===== src/rtl/core/skst_pkg.sv =====
// ----------------------------------------------------------------------------
// skst_pkg
// Shared types and constants of the sorted key set table.
// ----------------------------------------------------------------------------
package skst_pkg;

  localparam int CAPACITY  = 64;
  localparam int KEY_W     = 32;
  localparam int ADDR_W    = $clog2(CAPACITY);
  localparam int CNT_W     = $clog2(CAPACITY + 1);
  localparam int POS_W     = 6;
  localparam int CNT_OUT_W = 7;

  typedef enum logic [1:0] {
    CMD_INSERT = 2'd0,
    CMD_SEARCH = 2'd1,
    CMD_REMOVE = 2'd2,
    CMD_CLEAR  = 2'd3
  } cmd_e;

  typedef enum logic [1:0] {
    STAT_OK        = 2'd0,
    STAT_NOT_FOUND = 2'd1,
    STAT_FULL      = 2'd2
  } status_e;

  typedef enum logic [3:0] {
    ST_IDLE,
    ST_SCAN_RD,
    ST_SCAN_CMP,
    ST_DECIDE,
    ST_INS_RD,
    ST_INS_WR,
    ST_DEL_RD,
    ST_DEL_WR,
    ST_DONE
  } state_e;

  typedef struct packed {
    status_e                status;
    logic                   found;
    logic [POS_W-1:0]       position;
    logic [CNT_OUT_W-1:0]   entry_count;
  } res_t;

  typedef struct packed {
    logic              we;
    logic [ADDR_W-1:0] waddr;
    logic [KEY_W-1:0]  wdata;
    logic [ADDR_W-1:0] raddr;
  } mem_req_t;

endpackage


===== src/rtl/core/skst_if.sv =====
// ----------------------------------------------------------------------------
// skst_if
// Command and response channels of the sorted key set table.
// ----------------------------------------------------------------------------
interface skst_cmd_if;
  logic                               valid;
  logic                               ready;
  skst_pkg::cmd_e                     cmd;
  logic signed [skst_pkg::KEY_W-1:0]  key;

  modport source (output valid, cmd, key, input ready);
  modport sink   (input valid, cmd, key, output ready);
endinterface

interface skst_rsp_if;
  logic                                valid;
  logic                                ready;
  skst_pkg::status_e                   status;
  logic                                found;
  logic [skst_pkg::POS_W-1:0]          position;
  logic [skst_pkg::CNT_OUT_W-1:0]      entry_count;

  modport source (output valid, status, found, position, entry_count, input ready);
  modport sink   (input valid, status, found, position, entry_count, output ready);
endinterface


===== src/rtl/core/skst_mem.sv =====
// ----------------------------------------------------------------------------
// skst_mem
// Key storage: one write port, one read port with registered read data.
// ----------------------------------------------------------------------------
module skst_mem (
  input  logic                          clk_i,
  input  skst_pkg::mem_req_t            req_i,
  output logic [skst_pkg::KEY_W-1:0]    rdata_o
);

  logic [skst_pkg::KEY_W-1:0] mem_q [skst_pkg::CAPACITY];

  always_ff @(posedge clk_i) begin
    if (req_i.we) begin
      mem_q[req_i.waddr] <= req_i.wdata;
    end
  end

  always_ff @(posedge clk_i) begin
    rdata_o <= mem_q[req_i.raddr];
  end

endmodule


===== src/rtl/core/skst_ctrl.sv =====
// ----------------------------------------------------------------------------
// skst_ctrl
// Sequencer: linear scan with one shared comparator, then entry shifting.
// ----------------------------------------------------------------------------
module skst_ctrl (
  input  logic                                clk_i,
  input  logic                                rst_ni,
  input  logic                                in_valid_i,
  input  skst_pkg::cmd_e                      in_cmd_i,
  input  logic signed [skst_pkg::KEY_W-1:0]   in_key_i,
  output logic                                in_ready_o,
  output logic                                res_valid_o,
  output skst_pkg::res_t                      res_o,
  input  logic                                res_ready_i,
  output skst_pkg::mem_req_t                  mem_o,
  input  logic [skst_pkg::KEY_W-1:0]          mem_rdata_i
);

  localparam int CW = skst_pkg::CNT_W;
  localparam int AW = skst_pkg::ADDR_W;

  skst_pkg::state_e                   state_q, state_d;
  logic [CW-1:0]                      cnt_q, cnt_d;
  skst_pkg::cmd_e                     cmd_q, cmd_d;
  logic signed [skst_pkg::KEY_W-1:0]  key_q, key_d;
  logic [CW-1:0]                      idx_q, idx_d;
  logic [CW-1:0]                      rank_q, rank_d;
  logic                               eq_q, eq_d;
  skst_pkg::res_t                     res_q, res_d;
  logic [CW-1:0]                      idx_m1;
  logic [CW-1:0]                      idx_p1;
  logic                               key_less;

  assign idx_m1   = idx_q - CW'(1);
  assign idx_p1   = idx_q + CW'(1);
  assign key_less = $signed(mem_rdata_i) < key_q;

  always_ff @(posedge clk_i or negedge rst_ni) begin
    if (!rst_ni) begin
      state_q <= skst_pkg::ST_IDLE;
      cnt_q   <= '0;
    end else begin
      state_q <= state_d;
      cnt_q   <= cnt_d;
    end
  end

  always_ff @(posedge clk_i) begin
    cmd_q  <= cmd_d;
    key_q  <= key_d;
    idx_q  <= idx_d;
    rank_q <= rank_d;
    eq_q   <= eq_d;
    res_q  <= res_d;
  end

  always_comb begin
    state_d     = state_q;
    cnt_d       = cnt_q;
    cmd_d       = cmd_q;
    key_d       = key_q;
    idx_d       = idx_q;
    rank_d      = rank_q;
    eq_d        = eq_q;
    res_d       = res_q;
    in_ready_o  = 1'b0;
    res_valid_o = 1'b0;
    mem_o.we    = 1'b0;
    mem_o.waddr = idx_q[AW-1:0];
    mem_o.wdata = mem_rdata_i;
    mem_o.raddr = idx_q[AW-1:0];

    unique case (state_q)
      skst_pkg::ST_IDLE: begin
        in_ready_o = 1'b1;
        if (in_valid_i) begin
          cmd_d = in_cmd_i;
          key_d = in_key_i;
          idx_d = '0;
          res_d.status      = skst_pkg::STAT_OK;
          res_d.found       = 1'b0;
          res_d.position    = '0;
          res_d.entry_count = skst_pkg::CNT_OUT_W'(cnt_q);
          if (in_cmd_i == skst_pkg::CMD_CLEAR) begin
            cnt_d             = '0;
            res_d.entry_count = '0;
            state_d           = skst_pkg::ST_DONE;
          end else if (in_cmd_i == skst_pkg::CMD_INSERT &&
                       cnt_q == CW'(skst_pkg::CAPACITY)) begin
            res_d.status = skst_pkg::STAT_FULL;
            state_d      = skst_pkg::ST_DONE;
          end else begin
            state_d = skst_pkg::ST_SCAN_RD;
          end
        end
      end

      skst_pkg::ST_SCAN_RD: begin
        if (idx_q == cnt_q) begin
          rank_d  = idx_q;
          eq_d    = 1'b0;
          state_d = skst_pkg::ST_DECIDE;
        end else begin
          state_d = skst_pkg::ST_SCAN_CMP;
        end
      end

      skst_pkg::ST_SCAN_CMP: begin
        if (key_less) begin
          idx_d   = idx_p1;
          state_d = skst_pkg::ST_SCAN_RD;
        end else begin
          rank_d  = idx_q;
          eq_d    = (mem_rdata_i == key_q);
          state_d = skst_pkg::ST_DECIDE;
        end
      end

      skst_pkg::ST_DECIDE: begin
        unique case (cmd_q)
          skst_pkg::CMD_INSERT: begin
            idx_d   = cnt_q;
            state_d = skst_pkg::ST_INS_RD;
          end
          skst_pkg::CMD_REMOVE: begin
            if (eq_q) begin
              idx_d   = rank_q;
              state_d = skst_pkg::ST_DEL_RD;
            end else begin
              res_d.status = skst_pkg::STAT_NOT_FOUND;
              state_d      = skst_pkg::ST_DONE;
            end
          end
          skst_pkg::CMD_SEARCH: begin
            if (eq_q) begin
              res_d.found    = 1'b1;
              res_d.position = skst_pkg::POS_W'(rank_q);
            end else begin
              res_d.status = skst_pkg::STAT_NOT_FOUND;
            end
            state_d = skst_pkg::ST_DONE;
          end
          default: begin
            state_d = skst_pkg::ST_DONE;
          end
        endcase
      end

      // Open a hole at the rank by moving entries up, top first.
      skst_pkg::ST_INS_RD: begin
        mem_o.raddr = idx_m1[AW-1:0];
        if (idx_q == rank_q) begin
          mem_o.we          = 1'b1;
          mem_o.waddr       = rank_q[AW-1:0];
          mem_o.wdata       = key_q;
          cnt_d             = cnt_q + CW'(1);
          res_d.position    = skst_pkg::POS_W'(rank_q);
          res_d.entry_count = skst_pkg::CNT_OUT_W'(cnt_q + CW'(1));
          state_d           = skst_pkg::ST_DONE;
        end else begin
          state_d = skst_pkg::ST_INS_WR;
        end
      end

      skst_pkg::ST_INS_WR: begin
        mem_o.we = 1'b1;
        idx_d    = idx_m1;
        state_d  = skst_pkg::ST_INS_RD;
      end

      // Close the gap at the rank by moving entries down.
      skst_pkg::ST_DEL_RD: begin
        mem_o.raddr = idx_p1[AW-1:0];
        if (idx_p1 >= cnt_q) begin
          cnt_d             = cnt_q - CW'(1);
          res_d.found       = 1'b1;
          res_d.position    = skst_pkg::POS_W'(rank_q);
          res_d.entry_count = skst_pkg::CNT_OUT_W'(cnt_q - CW'(1));
          state_d           = skst_pkg::ST_DONE;
        end else begin
          state_d = skst_pkg::ST_DEL_WR;
        end
      end

      skst_pkg::ST_DEL_WR: begin
        mem_o.we = 1'b1;
        idx_d    = idx_p1;
        state_d  = skst_pkg::ST_DEL_RD;
      end

      skst_pkg::ST_DONE: begin
        res_valid_o = 1'b1;
        if (res_ready_i) begin
          state_d = skst_pkg::ST_IDLE;
        end
      end

      default: begin
        state_d = skst_pkg::ST_IDLE;
      end
    endcase
  end

  assign res_o = res_q;

endmodule


===== src/rtl/core/sorted_key_set_table.sv =====
// ----------------------------------------------------------------------------
// sorted_key_set_table
// Bounded table of signed keys kept in ascending order.
// ----------------------------------------------------------------------------
// Each command transaction (insert, search, remove, clear) yields exactly one
// response transaction. Keys live in a 64-entry memory with a registered read
// port, and one comparator walks them in rank order; every scan step and every
// entry moved by an insert or remove is a read, then a compare or a write
// back. Clear and a refused insert skip the scan, and any wait for the output
// register to drain lengthens an operation. The command port is ready only
// between operations; a finished response sits in an output register, so the
// next command is taken while the previous response still waits for its sink.
// Insert places a key ahead of any equal keys; remove deletes the first
// occurrence.
// ----------------------------------------------------------------------------
module sorted_key_set_table (
  input  logic       clk_i,
  input  logic       rst_ni,
  skst_cmd_if.sink   cmd_i,
  skst_rsp_if.source rsp_o
);

  skst_pkg::mem_req_t          mem_req;
  logic [skst_pkg::KEY_W-1:0]  mem_rdata;
  logic                        res_valid;
  logic                        res_ready;
  skst_pkg::res_t              res;
  logic                        out_valid_q;
  skst_pkg::res_t              out_res_q;

  skst_ctrl u_ctrl (
    .clk_i       (clk_i),
    .rst_ni      (rst_ni),
    .in_valid_i  (cmd_i.valid),
    .in_cmd_i    (cmd_i.cmd),
    .in_key_i    (cmd_i.key),
    .in_ready_o  (cmd_i.ready),
    .res_valid_o (res_valid),
    .res_o       (res),
    .res_ready_i (res_ready),
    .mem_o       (mem_req),
    .mem_rdata_i (mem_rdata)
  );

  skst_mem u_mem (
    .clk_i   (clk_i),
    .req_i   (mem_req),
    .rdata_o (mem_rdata)
  );

  // Load the output register when it is empty or being drained.
  assign res_ready = !out_valid_q || rsp_o.ready;

  always_ff @(posedge clk_i or negedge rst_ni) begin
    if (!rst_ni) begin
      out_valid_q <= 1'b0;
    end else if (res_ready) begin
      out_valid_q <= res_valid;
    end
  end

  always_ff @(posedge clk_i) begin
    if (res_ready && res_valid) begin
      out_res_q <= res;
    end
  end

  assign rsp_o.valid       = out_valid_q;
  assign rsp_o.status      = out_res_q.status;
  assign rsp_o.found       = out_res_q.found;
  assign rsp_o.position    = out_res_q.position;
  assign rsp_o.entry_count = out_res_q.entry_count;

endmodule


===== src/flat_wrapper.sv =====
// flat-port wrapper written by rule: the top's interface ports become plain ports
module sorted_key_set_table_flat 
  (clk_i, rst_ni, cmd_i_valid, cmd_i_cmd, cmd_i_key, cmd_i_ready, rsp_o_valid, rsp_o_status, rsp_o_found, rsp_o_position, rsp_o_entry_count, rsp_o_ready);
  skst_cmd_if cmd_i_i ();
  skst_rsp_if rsp_o_i ();
  input  logic clk_i;
  input  logic rst_ni;
  input wire logic [$bits(cmd_i_i.valid)-1:0] cmd_i_valid;
  input wire logic [$bits(cmd_i_i.cmd)-1:0] cmd_i_cmd;
  input wire logic [$bits(cmd_i_i.key)-1:0] cmd_i_key;
  output wire logic [$bits(cmd_i_i.ready)-1:0] cmd_i_ready;
  output wire logic [$bits(rsp_o_i.valid)-1:0] rsp_o_valid;
  output wire logic [$bits(rsp_o_i.status)-1:0] rsp_o_status;
  output wire logic [$bits(rsp_o_i.found)-1:0] rsp_o_found;
  output wire logic [$bits(rsp_o_i.position)-1:0] rsp_o_position;
  output wire logic [$bits(rsp_o_i.entry_count)-1:0] rsp_o_entry_count;
  input wire logic [$bits(rsp_o_i.ready)-1:0] rsp_o_ready;
  assign cmd_i_i.valid = cmd_i_valid;
  assign cmd_i_i.cmd = cmd_i_cmd;
  assign cmd_i_i.key = cmd_i_key;
  assign cmd_i_ready = cmd_i_i.ready;
  assign rsp_o_valid = rsp_o_i.valid;
  assign rsp_o_status = rsp_o_i.status;
  assign rsp_o_found = rsp_o_i.found;
  assign rsp_o_position = rsp_o_i.position;
  assign rsp_o_entry_count = rsp_o_i.entry_count;
  assign rsp_o_i.ready = rsp_o_ready;
  sorted_key_set_table u_core (.clk_i(clk_i), .rst_ni(rst_ni), .cmd_i(cmd_i_i), .rsp_o(rsp_o_i));
endmodule

===== config.mk =====
export PLATFORM = sky130hd
export DESIGN_NAME = sorted_key_set_table_flat
export DESIGN_NICKNAME = d
export VERILOG_FILES = /design/src/rtl/core/skst_pkg.sv /design/src/rtl/core/skst_if.sv /design/src/rtl/core/skst_mem.sv /design/src/rtl/core/skst_ctrl.sv /design/src/rtl/core/sorted_key_set_table.sv /design/src/flat_wrapper.sv
export SDC_FILE = /design/constraint.sdc
export NUM_CORES = 2
export LEC_CHECK = 0
export BUFFER_PORTS_ARGS = -buffer_cell sky130_fd_sc_hd__buf_2
export CORE_MARGIN = 2
export CORE_UTILIZATION = 55
export CTS_CLUSTER_DIAMETER = 60
export CTS_CLUSTER_SIZE = 28
export DETAILED_ROUTE_END_ITERATION = 8
export PLACE_DENSITY = 0.83
export SLEW_MARGIN = 25
export SYNTH_ARGS = -nofsm -noshare
export SYNTH_HDL_FRONTEND = slang
export SYNTH_SLANG_ARGS = --single-unit

===== constraint.sdc =====
create_clock -name clk_i -period 6.35 [get_ports clk_i]
set_input_delay 0.635 -clock clk_i [delete_from_list [all_inputs] [get_ports clk_i]]
set_output_delay 0.635 -clock clk_i [all_outputs]
set_load 0.02 [all_outputs]

### Word level (Yosys, flattened, before mapping)

Memories as Yosys holds them, arrays and structs flattened. A register that Yosys moved wholly into a read port is not among the register bits.
Index checks and enable logic that the tools add are counted.

| cells by class | value |
|---|---|
| $mul | 0 |
| $add $sub $neg | 4 |
| divide/modulo/power cells | 0 |
| reduce and logical (&&, ||, !) cells | 23 |
| order comparisons | 2 |
| equality and inequality tests | 28 |
| shift operators | 0 |
| bitwise gates (word level) | 0 |
| multiplexer cells | 48 |

Operators with widths:

| operator | number |
|---|---|
| 7-bit 2-to-1 mux | 11 |
| 7-bit one-hot mux with 3 select lines | 2 |
| 39-bit 2-to-1 mux | 1 |
| 38-bit 2-to-1 mux | 1 |
| 4-bit one-hot mux with 9 select lines | 1 |
| 7-bit one-hot mux with 5 select lines | 1 |
| 32-bit == test | 1 |
| 32-bit less-than comparator | 1 |
| 4-bit 2-to-1 mux | 7 |
| 7-bit one-hot mux with 2 select lines | 2 |
| 6-bit one-hot mux with 4 select lines | 1 |
| 2-bit inequality test, second input constant | 9 |
| 4-bit by 3-bit == test with 1-bit output, second input constant | 4 |
| 16-bit 2-to-1 mux | 1 |
| 7-bit by 1-bit adder with 7-bit output, second input constant | 2 |
| 7-bit == test | 2 |
| 14-bit 2-to-1 mux | 1 |
| 7-bit by 1-bit subtractor with 7-bit output, second input constant | 2 |
| 13-bit 2-to-1 mux | 1 |
| 6-bit one-hot mux with 2 select lines | 1 |
| 2-bit 2-to-1 mux | 5 |
| 5-bit AND reduction | 2 |
| 4-bit by 2-bit == test with 1-bit output, second input constant | 2 |
| 4-bit one-hot mux with 2 select lines | 1 |
| other kinds (27) | 43 |

| storage, ports and cells | value |
|---|---|
| word-level logic and storage cells | 122 |
| bits of input ports | 38 |
| output and inout port bits | 18 |
| latch bits | 0 |
| memory bits (read-only) | 0 |
| bits in registers | 93 |
| RAM bits | 2048 |
| memories | 1 |

Memory list:

| memory | depth | bits a word | read ports | clocked after memory_dff | wr ports | line | source |
|---|---|---|---|---|---|---|---|
| u_core.u_mem.mem_q | 64 | 32 | 1 | 1 | 1 | skst_mem.sv:11 | `logic [skst_pkg::KEY_W-1:0] mem_q [skst_pkg::CAPACITY];` |

### Logic depth before layout (Yosys ltp)

| depth | value |
|---|---|
| word-level depth | 6 |
| depth in mapped cells | 15 |
| depth with buffers taken out | 12 |

### Cells and area by module

Synthesis repeated with hierarchy kept, for this count alone.

| second synthesis, totals | value |
|---|---|
| cell total of the unflattened synthesis | 3881 |
| area, all modules | 84234.5 um2 |

Modules (own cells, without submodules):

| module | cells each | area each (um2) | seq. area each (um2) | times used |
|---|---|---|---|---|
| skst_mem | 3324 | 78515.3 | 62139.6 | 1 |
| skst_ctrl | 537 | 5185.0 | 2227.1 | 1 |
| sorted_key_set_table | 20 | 534.3 | 505.5 | 1 |

### Least setup slack after synthesis

OpenSTA, ideal clock, no wires.

| path | value |
|---|---|
| path kind | register to register |
| from | register u_core.u_ctrl.idx_q[1] |
| to | memory u_core.u_mem.mem_q[0][1] in the netlist's numbering, data pin |
| cell stages (with the launch flop) | 10 |
| setup slack | 1.234 ns |
| arrival time | 4.414 ns |
| setup time | 0.702 ns |
| required time | 5.648 ns |
| clock period less this slack | 5.116 ns |
| path through | edfxtp_1 > buf_2 > clkbuf_1 > xnor2_1 > nand4_1 > nor4_1 > nand3_1 > clkbuf_1 > clkbuf_1 > o21ai_0 |

RTL lines:

| item | line | source |
|---|---|---|
| start: declaration | skst_ctrl.sv:26 | `logic [CW-1:0] idx_q, idx_d;` |
| start signal: assignment | skst_ctrl.sv:51 | `idx_q <= idx_d;` |
| end: declaration | skst_mem.sv:11 |  |

### Final worst setup path

| path | value |
|---|---|
| from | register u_core.u_ctrl.idx_q[1] |
| to | register u_core.u_mem.rdata_o[6] in the netlist's numbering (read register of u_core.u_mem.mem_q) |

| on the way | value |
|---|---|
| word-level cells in the longest chain between the ends | 2 |
| elaborated cells between the ends (all ways) | 3 |
| classes of those cells | 2 x add/sub; 1 x mux |

Ends and longest elaborated chain:

| item | line | source |
|---|---|---|
| 7-bit by 1-bit adder with 7-bit output or 7-bit by 1-bit subtractor with 7-bit output (tied branches) | skst_ctrl.sv:35, skst_ctrl.sv:34 |  |
| 6-bit one-hot mux with 2 select lines * | skst_ctrl.sv:73 | `unique case (state_q)` |
| end: declaration | skst_mem.sv:8 | `output logic [skst_pkg::KEY_W-1:0] rdata_o` |

Mark *: on every way between the ends. The rest lies on a longest branch, timed or not.
A chain may end at the register's enable or synchronous reset.

==> impl_metrics.prom <==
# TYPE chip_impl_metric gauge
chip_impl_info{name="outcome",value="finished clean"} 1
chip_impl_metric{name="post_synthesis_register_bit_count",unit=""} 2173
chip_impl_metric{name="grt_pass1_vias",unit=""} 50503
chip_impl_metric{name="dieArea",unit="mm²"} 0.156
chip_impl_metric{name="ant_nets",unit=""} 0
chip_impl_metric{name="final.fill_count",unit=""} 9992
chip_impl_metric{name="gp_routability_congestion",unit=""} 0.955
chip_impl_info{name="cells_along_the_critical_path",value="inv_1 > ha_1 > mux2i_1 > o21a_1 > or2_4 > buf_12 > buf_12 > mux4_2 > o22ai_1 > a22o_1 > a31oi_1 > o311a_1"} 1
chip_impl_metric{name="buffer_levels_on_the_longest_clock_path",unit=""} 3
chip_impl_metric{name="gate_count_after_technology_mapping",unit=""} 5147
chip_impl_metric{name="max_slew.worst_pin.slew",unit="ns"} 1.24
chip_impl_metric{name="timing.clock.skew",unit="ns"} 0.0817
chip_impl_metric{name="chipWidth",unit="µm"} 394
chip_impl_metric{name="clock_tree.htree_level_count",unit=""} 3
chip_impl_metric{name="clock.fmax",unit="GHz"} 0.183
chip_impl_metric{name="layout_worst_path_cycle_share",unit="%"} 86.0
chip_impl_metric{name="yosysSeqAreaShare",unit="%"} 77.4
chip_impl_metric{name="num_vias",unit=""} 52823
chip_impl_metric{name="pin_count",unit=""} 56
chip_impl_metric{name="synth_compound_gate_area_share",unit="%"} 10.9
chip_impl_metric{name="core-area",unit="mm²"} 0.152
chip_impl_metric{name="yosys.area.top_type_share",unit="%"} 76.3
chip_impl_metric{name="synth_async_sr_flop_share",unit="%"} 0.552
chip_impl_metric{name="synth.area.mux_share",unit="%"} 3.57
chip_impl_metric{name="timing_hold_violations_final",unit=""} 0
chip_impl_metric{name="synth-simple-area-share",unit="%"} 4.80
chip_impl_metric{name="max-cap-violations",unit=""} 0
chip_impl_metric{name="drive_above_1_share",unit="%"} 13.8
chip_impl_metric{name="path_clk_slew",unit="ns"} 0.10
chip_impl_metric{name="clkLatencyLatePin",unit="ns"} 0.83
chip_impl_metric{name="avgRoutedWirePerCell",unit="µm"} 33.2
chip_impl_info{name="end_kind",value="flip-flop"} 1
chip_impl_metric{name="leakagePower",unit="nW"} 29.0
chip_impl_metric{name="final_util",unit="%"} 60.9
chip_impl_info{name="netlist.top_cell.by_area",value="edfxtp_1"} 1
chip_impl_metric{name="gr-total-overflow",unit=""} 0
chip_impl_metric{name="finalSetupViolCount",unit=""} 0
chip_impl_info{name="dominantRegCellSynth",value="edfxtp_1"} 1
chip_impl_metric{name="ctsHoldBuffers",unit=""} 26
chip_impl_metric{name="tritoncts_num_sinks",unit=""} 2173
chip_impl_metric{name="slowest_stage_delay_on_critical_path",unit="ns"} 0.85
chip_impl_info{name="rsz0062_at_grt",value="false"} 1
chip_impl_info{name="timing.setup.critical_path_class",value="flip-flop to flip-flop"} 1
chip_impl_metric{name="die_height",unit="µm"} 394
chip_impl_metric{name="synth_edf_count",unit=""} 2129
chip_impl_metric{name="cts_inserted_buffers",unit=""} 118
chip_impl_metric{name="worst-endpoint-arrival",unit="ns"} 6.21
chip_impl_metric{name="detailed_place_hpwl",unit="µm"} 140000
chip_impl_metric{name="cp.required",unit="ns"} 7.10
chip_impl_metric{name="power_density",unit="mW/mm²"} 517
chip_impl_metric{name="wl",unit="µm"} 244000
chip_impl_metric{name="timing.final.crit_period",unit="ns"} 5.46
chip_impl_metric{name="post_drt_via_cell_ratio",unit=""} 7.21
chip_impl_metric{name="number_of_antenna_violations_at_the_first_check_in_global_routing",unit=""} 11
chip_impl_metric{name="fin_tns_setup",unit="ns"} 0
chip_impl_info{name="critPathTopFamily",value="compound AO/OA/AOI/OAI gates"} 1
chip_impl_info{name="worst_path_most_repeated_cell",value="buf_12"} 1
chip_impl_metric{name="post_synth.cell_area_avg",unit="µm²"} 16.3
chip_impl_metric{name="synth.lib_cells_used.distinct",unit=""} 77
chip_impl_metric{name="grt_use_total",unit="%"} 30.5
chip_impl_metric{name="start_util",unit="%"} 55.3
chip_impl_metric{name="worst_ir_drop_vdd",unit="V"} 0.000846
chip_impl_metric{name="worst-path-max-fanout",unit=""} 84
chip_impl_metric{name="post_cts.repair.setup_buffers",unit=""} 0
chip_impl_metric{name="grt_start_max_net_pins",unit=""} 151
chip_impl_info{name="clock_tree_from_tritoncts",value="yes"} 1
chip_impl_metric{name="synth_cell_area",unit="mm²"} 0.0838
chip_impl_info{name="clockRootBuffer",value="clkbuf_16"} 1
chip_impl_info{name="ys_top_cells_by_area",value="edfxtp_1 76%, mux4_2 3.1%, nand2_1 3.0%"} 1
chip_impl_metric{name="synth_xor_area_share",unit="%"} 0.334
chip_impl_metric{name="synth_nets",unit=""} 5235
chip_impl_metric{name="post-route-drc-count",unit=""} 0
chip_impl_metric{name="antenna-diode-count",unit=""} 0
chip_impl_info{name="critPathSlowestCell",value="a31oi_1"} 1
chip_impl_metric{name="grt_first_pass_wirelength",unit="µm"} 347000
chip_impl_metric{name="max_slew_margin",unit="%"} 17.1
chip_impl_metric{name="synth-adder-area-share",unit="%"} 0.755
chip_impl_metric{name="io_buffers",unit=""} 55
chip_impl_metric{name="nNetsFinal",unit=""} 5285
chip_impl_metric{name="number_of_slew_limit_violations_in_the_final_report",unit=""} 0
chip_impl_metric{name="total_buffers_and_inverters_traversed_by_the_critical_path",unit=""} 3
chip_impl_metric{name="drt_iter0_drc",unit=""} 10974
chip_impl_metric{name="number_of_placement_rows",unit=""} 143
chip_impl_metric{name="post_cts_resize_count",unit=""} 0
chip_impl_info{name="cp-start-kind",value="flip-flop"} 1
chip_impl_info{name="largest_family_of_logic_cells_by_synthesized_area",value="compound AO/OA/AOI/OAI gates"} 1
chip_impl_metric{name="drt_pre_antenna_iters",unit=""} 8
chip_impl_metric{name="area_grow_syn2layout",unit="%"} 10.3
chip_impl_metric{name="synth.yosys.warnings",unit=""} 0
chip_impl_info{name="path_type_of_the_worst_min_delay_path",value="input pin to flip-flop"} 1
[synth_stat cells (25+ instances only)]
master,instances
a21oi_1,133
clkbuf_1,145
a22o_1,33
inv_1,52
buf_1,43
a22oi_1,57
a32oi_1,25
nand2_1,681
o21ai_0,211
edfxtp_1,2129
nand3_1,29
o221ai_1,101
nor2_1,160
ha_1,49
a311oi_1,132
and3_1,25
mux4_2,114
mux2i_1,38
buf_2,138
dfxtp_1,32
a31oi_1,126
o22ai_1,406
[worst paths after layout]
kind                                         start  cells after the start                       end  slack [ns]
setup reg to reg            u_core.u_ctrl.idx_q[1]                     12   u_core.u_mem.rdata_o[6]        0.89
max in group asynchronous                   rst_ni                      2  u_core.u_ctrl.state_q[0]        5.82
setup / recovery            u_core.u_ctrl.idx_q[1]                     12   u_core.u_mem.rdata_o[6]        0.89
hold / removal                        cmd_i_key[0]                      1    u_core.u_ctrl.key_q[0]        0.02
min in group asynchronous                   rst_ni                      2    u_core.u_ctrl.cnt_q[6]        0.25
hold reg to reg            u_core.u_ctrl.res_o[14]                      0    u_core.rsp_o.status[0]        0.43
[per-layer routing]
layer,global-route usage [%],up-vias,wire [µm]
li1,-,20728,-
met1,39.0,25716,77200
met2,45.2,5374,108000
met3,10.2,997,40500
met4,19.0,8,17700
met5,0,-,54
[kinds of logic after synthesis]
| family | after synthesis |
|---|---|
| adder cells (fa/ha/maj) | 50 |
| multiplexers | 155 |
| AO/OA/AOI/OAI | 1350 |
| buffers and inverters | 407 |
| AND/OR/NAND/NOR | 980 |
| flip-flops | 2173 |
| XOR/XNOR | 32 |
[layout by cell type, fill, tap and decap left out, types with 38 or more instances in the layout]
cell,Yosys,routed
clkbuf_16,0,120
buf_4,12,155
nor2_1,160,96
inv_1,52,52
a311oi_1,132,132
nand2_1,681,681
buf_2,138,59
edfxtp_1,2129,2129
nor2_4,0,61
a31oi_1,126,125
o221ai_1,101,101
a21oi_1,133,133
o22ai_1,406,406
mux4_2,114,114
mux2i_1,38,38
ha_1,49,49
a22oi_1,57,56
o21ai_0,211,179
[report_power, final]
part           switching [mW]  total, mW  internal, mW
clock                    5.01       8.91          3.89
sequential              0.426       18.6          18.2
combinational            14.8       20.3          5.46
[sequential cells by signal, indices dropped and copies added, names as in the netlist, 6 cells and up]
signal and count:
u_core.u_ctrl.rank_q 7, u_core.rsp_o.entry_count 7, u_core.u_mem.rdata_o 32, u_core.u_ctrl.res_o 16, u_core.u_ctrl.idx_q 7, u_core.rsp_o.position 6
u_core.u_ctrl.key_q 32, u_core.u_ctrl.cnt_q 7, u_core.u_mem.mem_q 2048
[metrics by stage]
| stage | hold slack, ns | cells | area (µm²) | worst slack (ns) | power, mW |
|---|---|---|---|---|---|
| 2_1_floorplan | 0.339 | 5147 | 83800 | 1.23 | 29.9 |
| 3_3_place_gp | 0.402 | 7059 | 87600 | 1.33 | 37.0 |
| 3_5_place_dp | 0.405 | 7071 | 87800 | 1.16 | 37.7 |
| 4_1_cts | 0.00109 | 7321 | 92200 | 1.11 | 46.5 |
| 5_1_grt | 0.0119 | 7331 | 92500 | 0.913 | 48.5 |
| 6_report | 0.0186 | 7331 | 92500 | 0.892 | 47.8 |
[final cells by class]
class                      instances  area (µm²)  share of cell area, %
clock inverter                    97        1130                   1.22
inverter                          54         203                  0.219
sequential                      2173       64900                   70.2
tap                             2030        2540                   2.75
clock buffer                     127        3030                   3.28
timing repair buffer             283        2640                   2.86
multi-input combinational       2567       18100                   19.5
(Power assumes the default switching activity.)
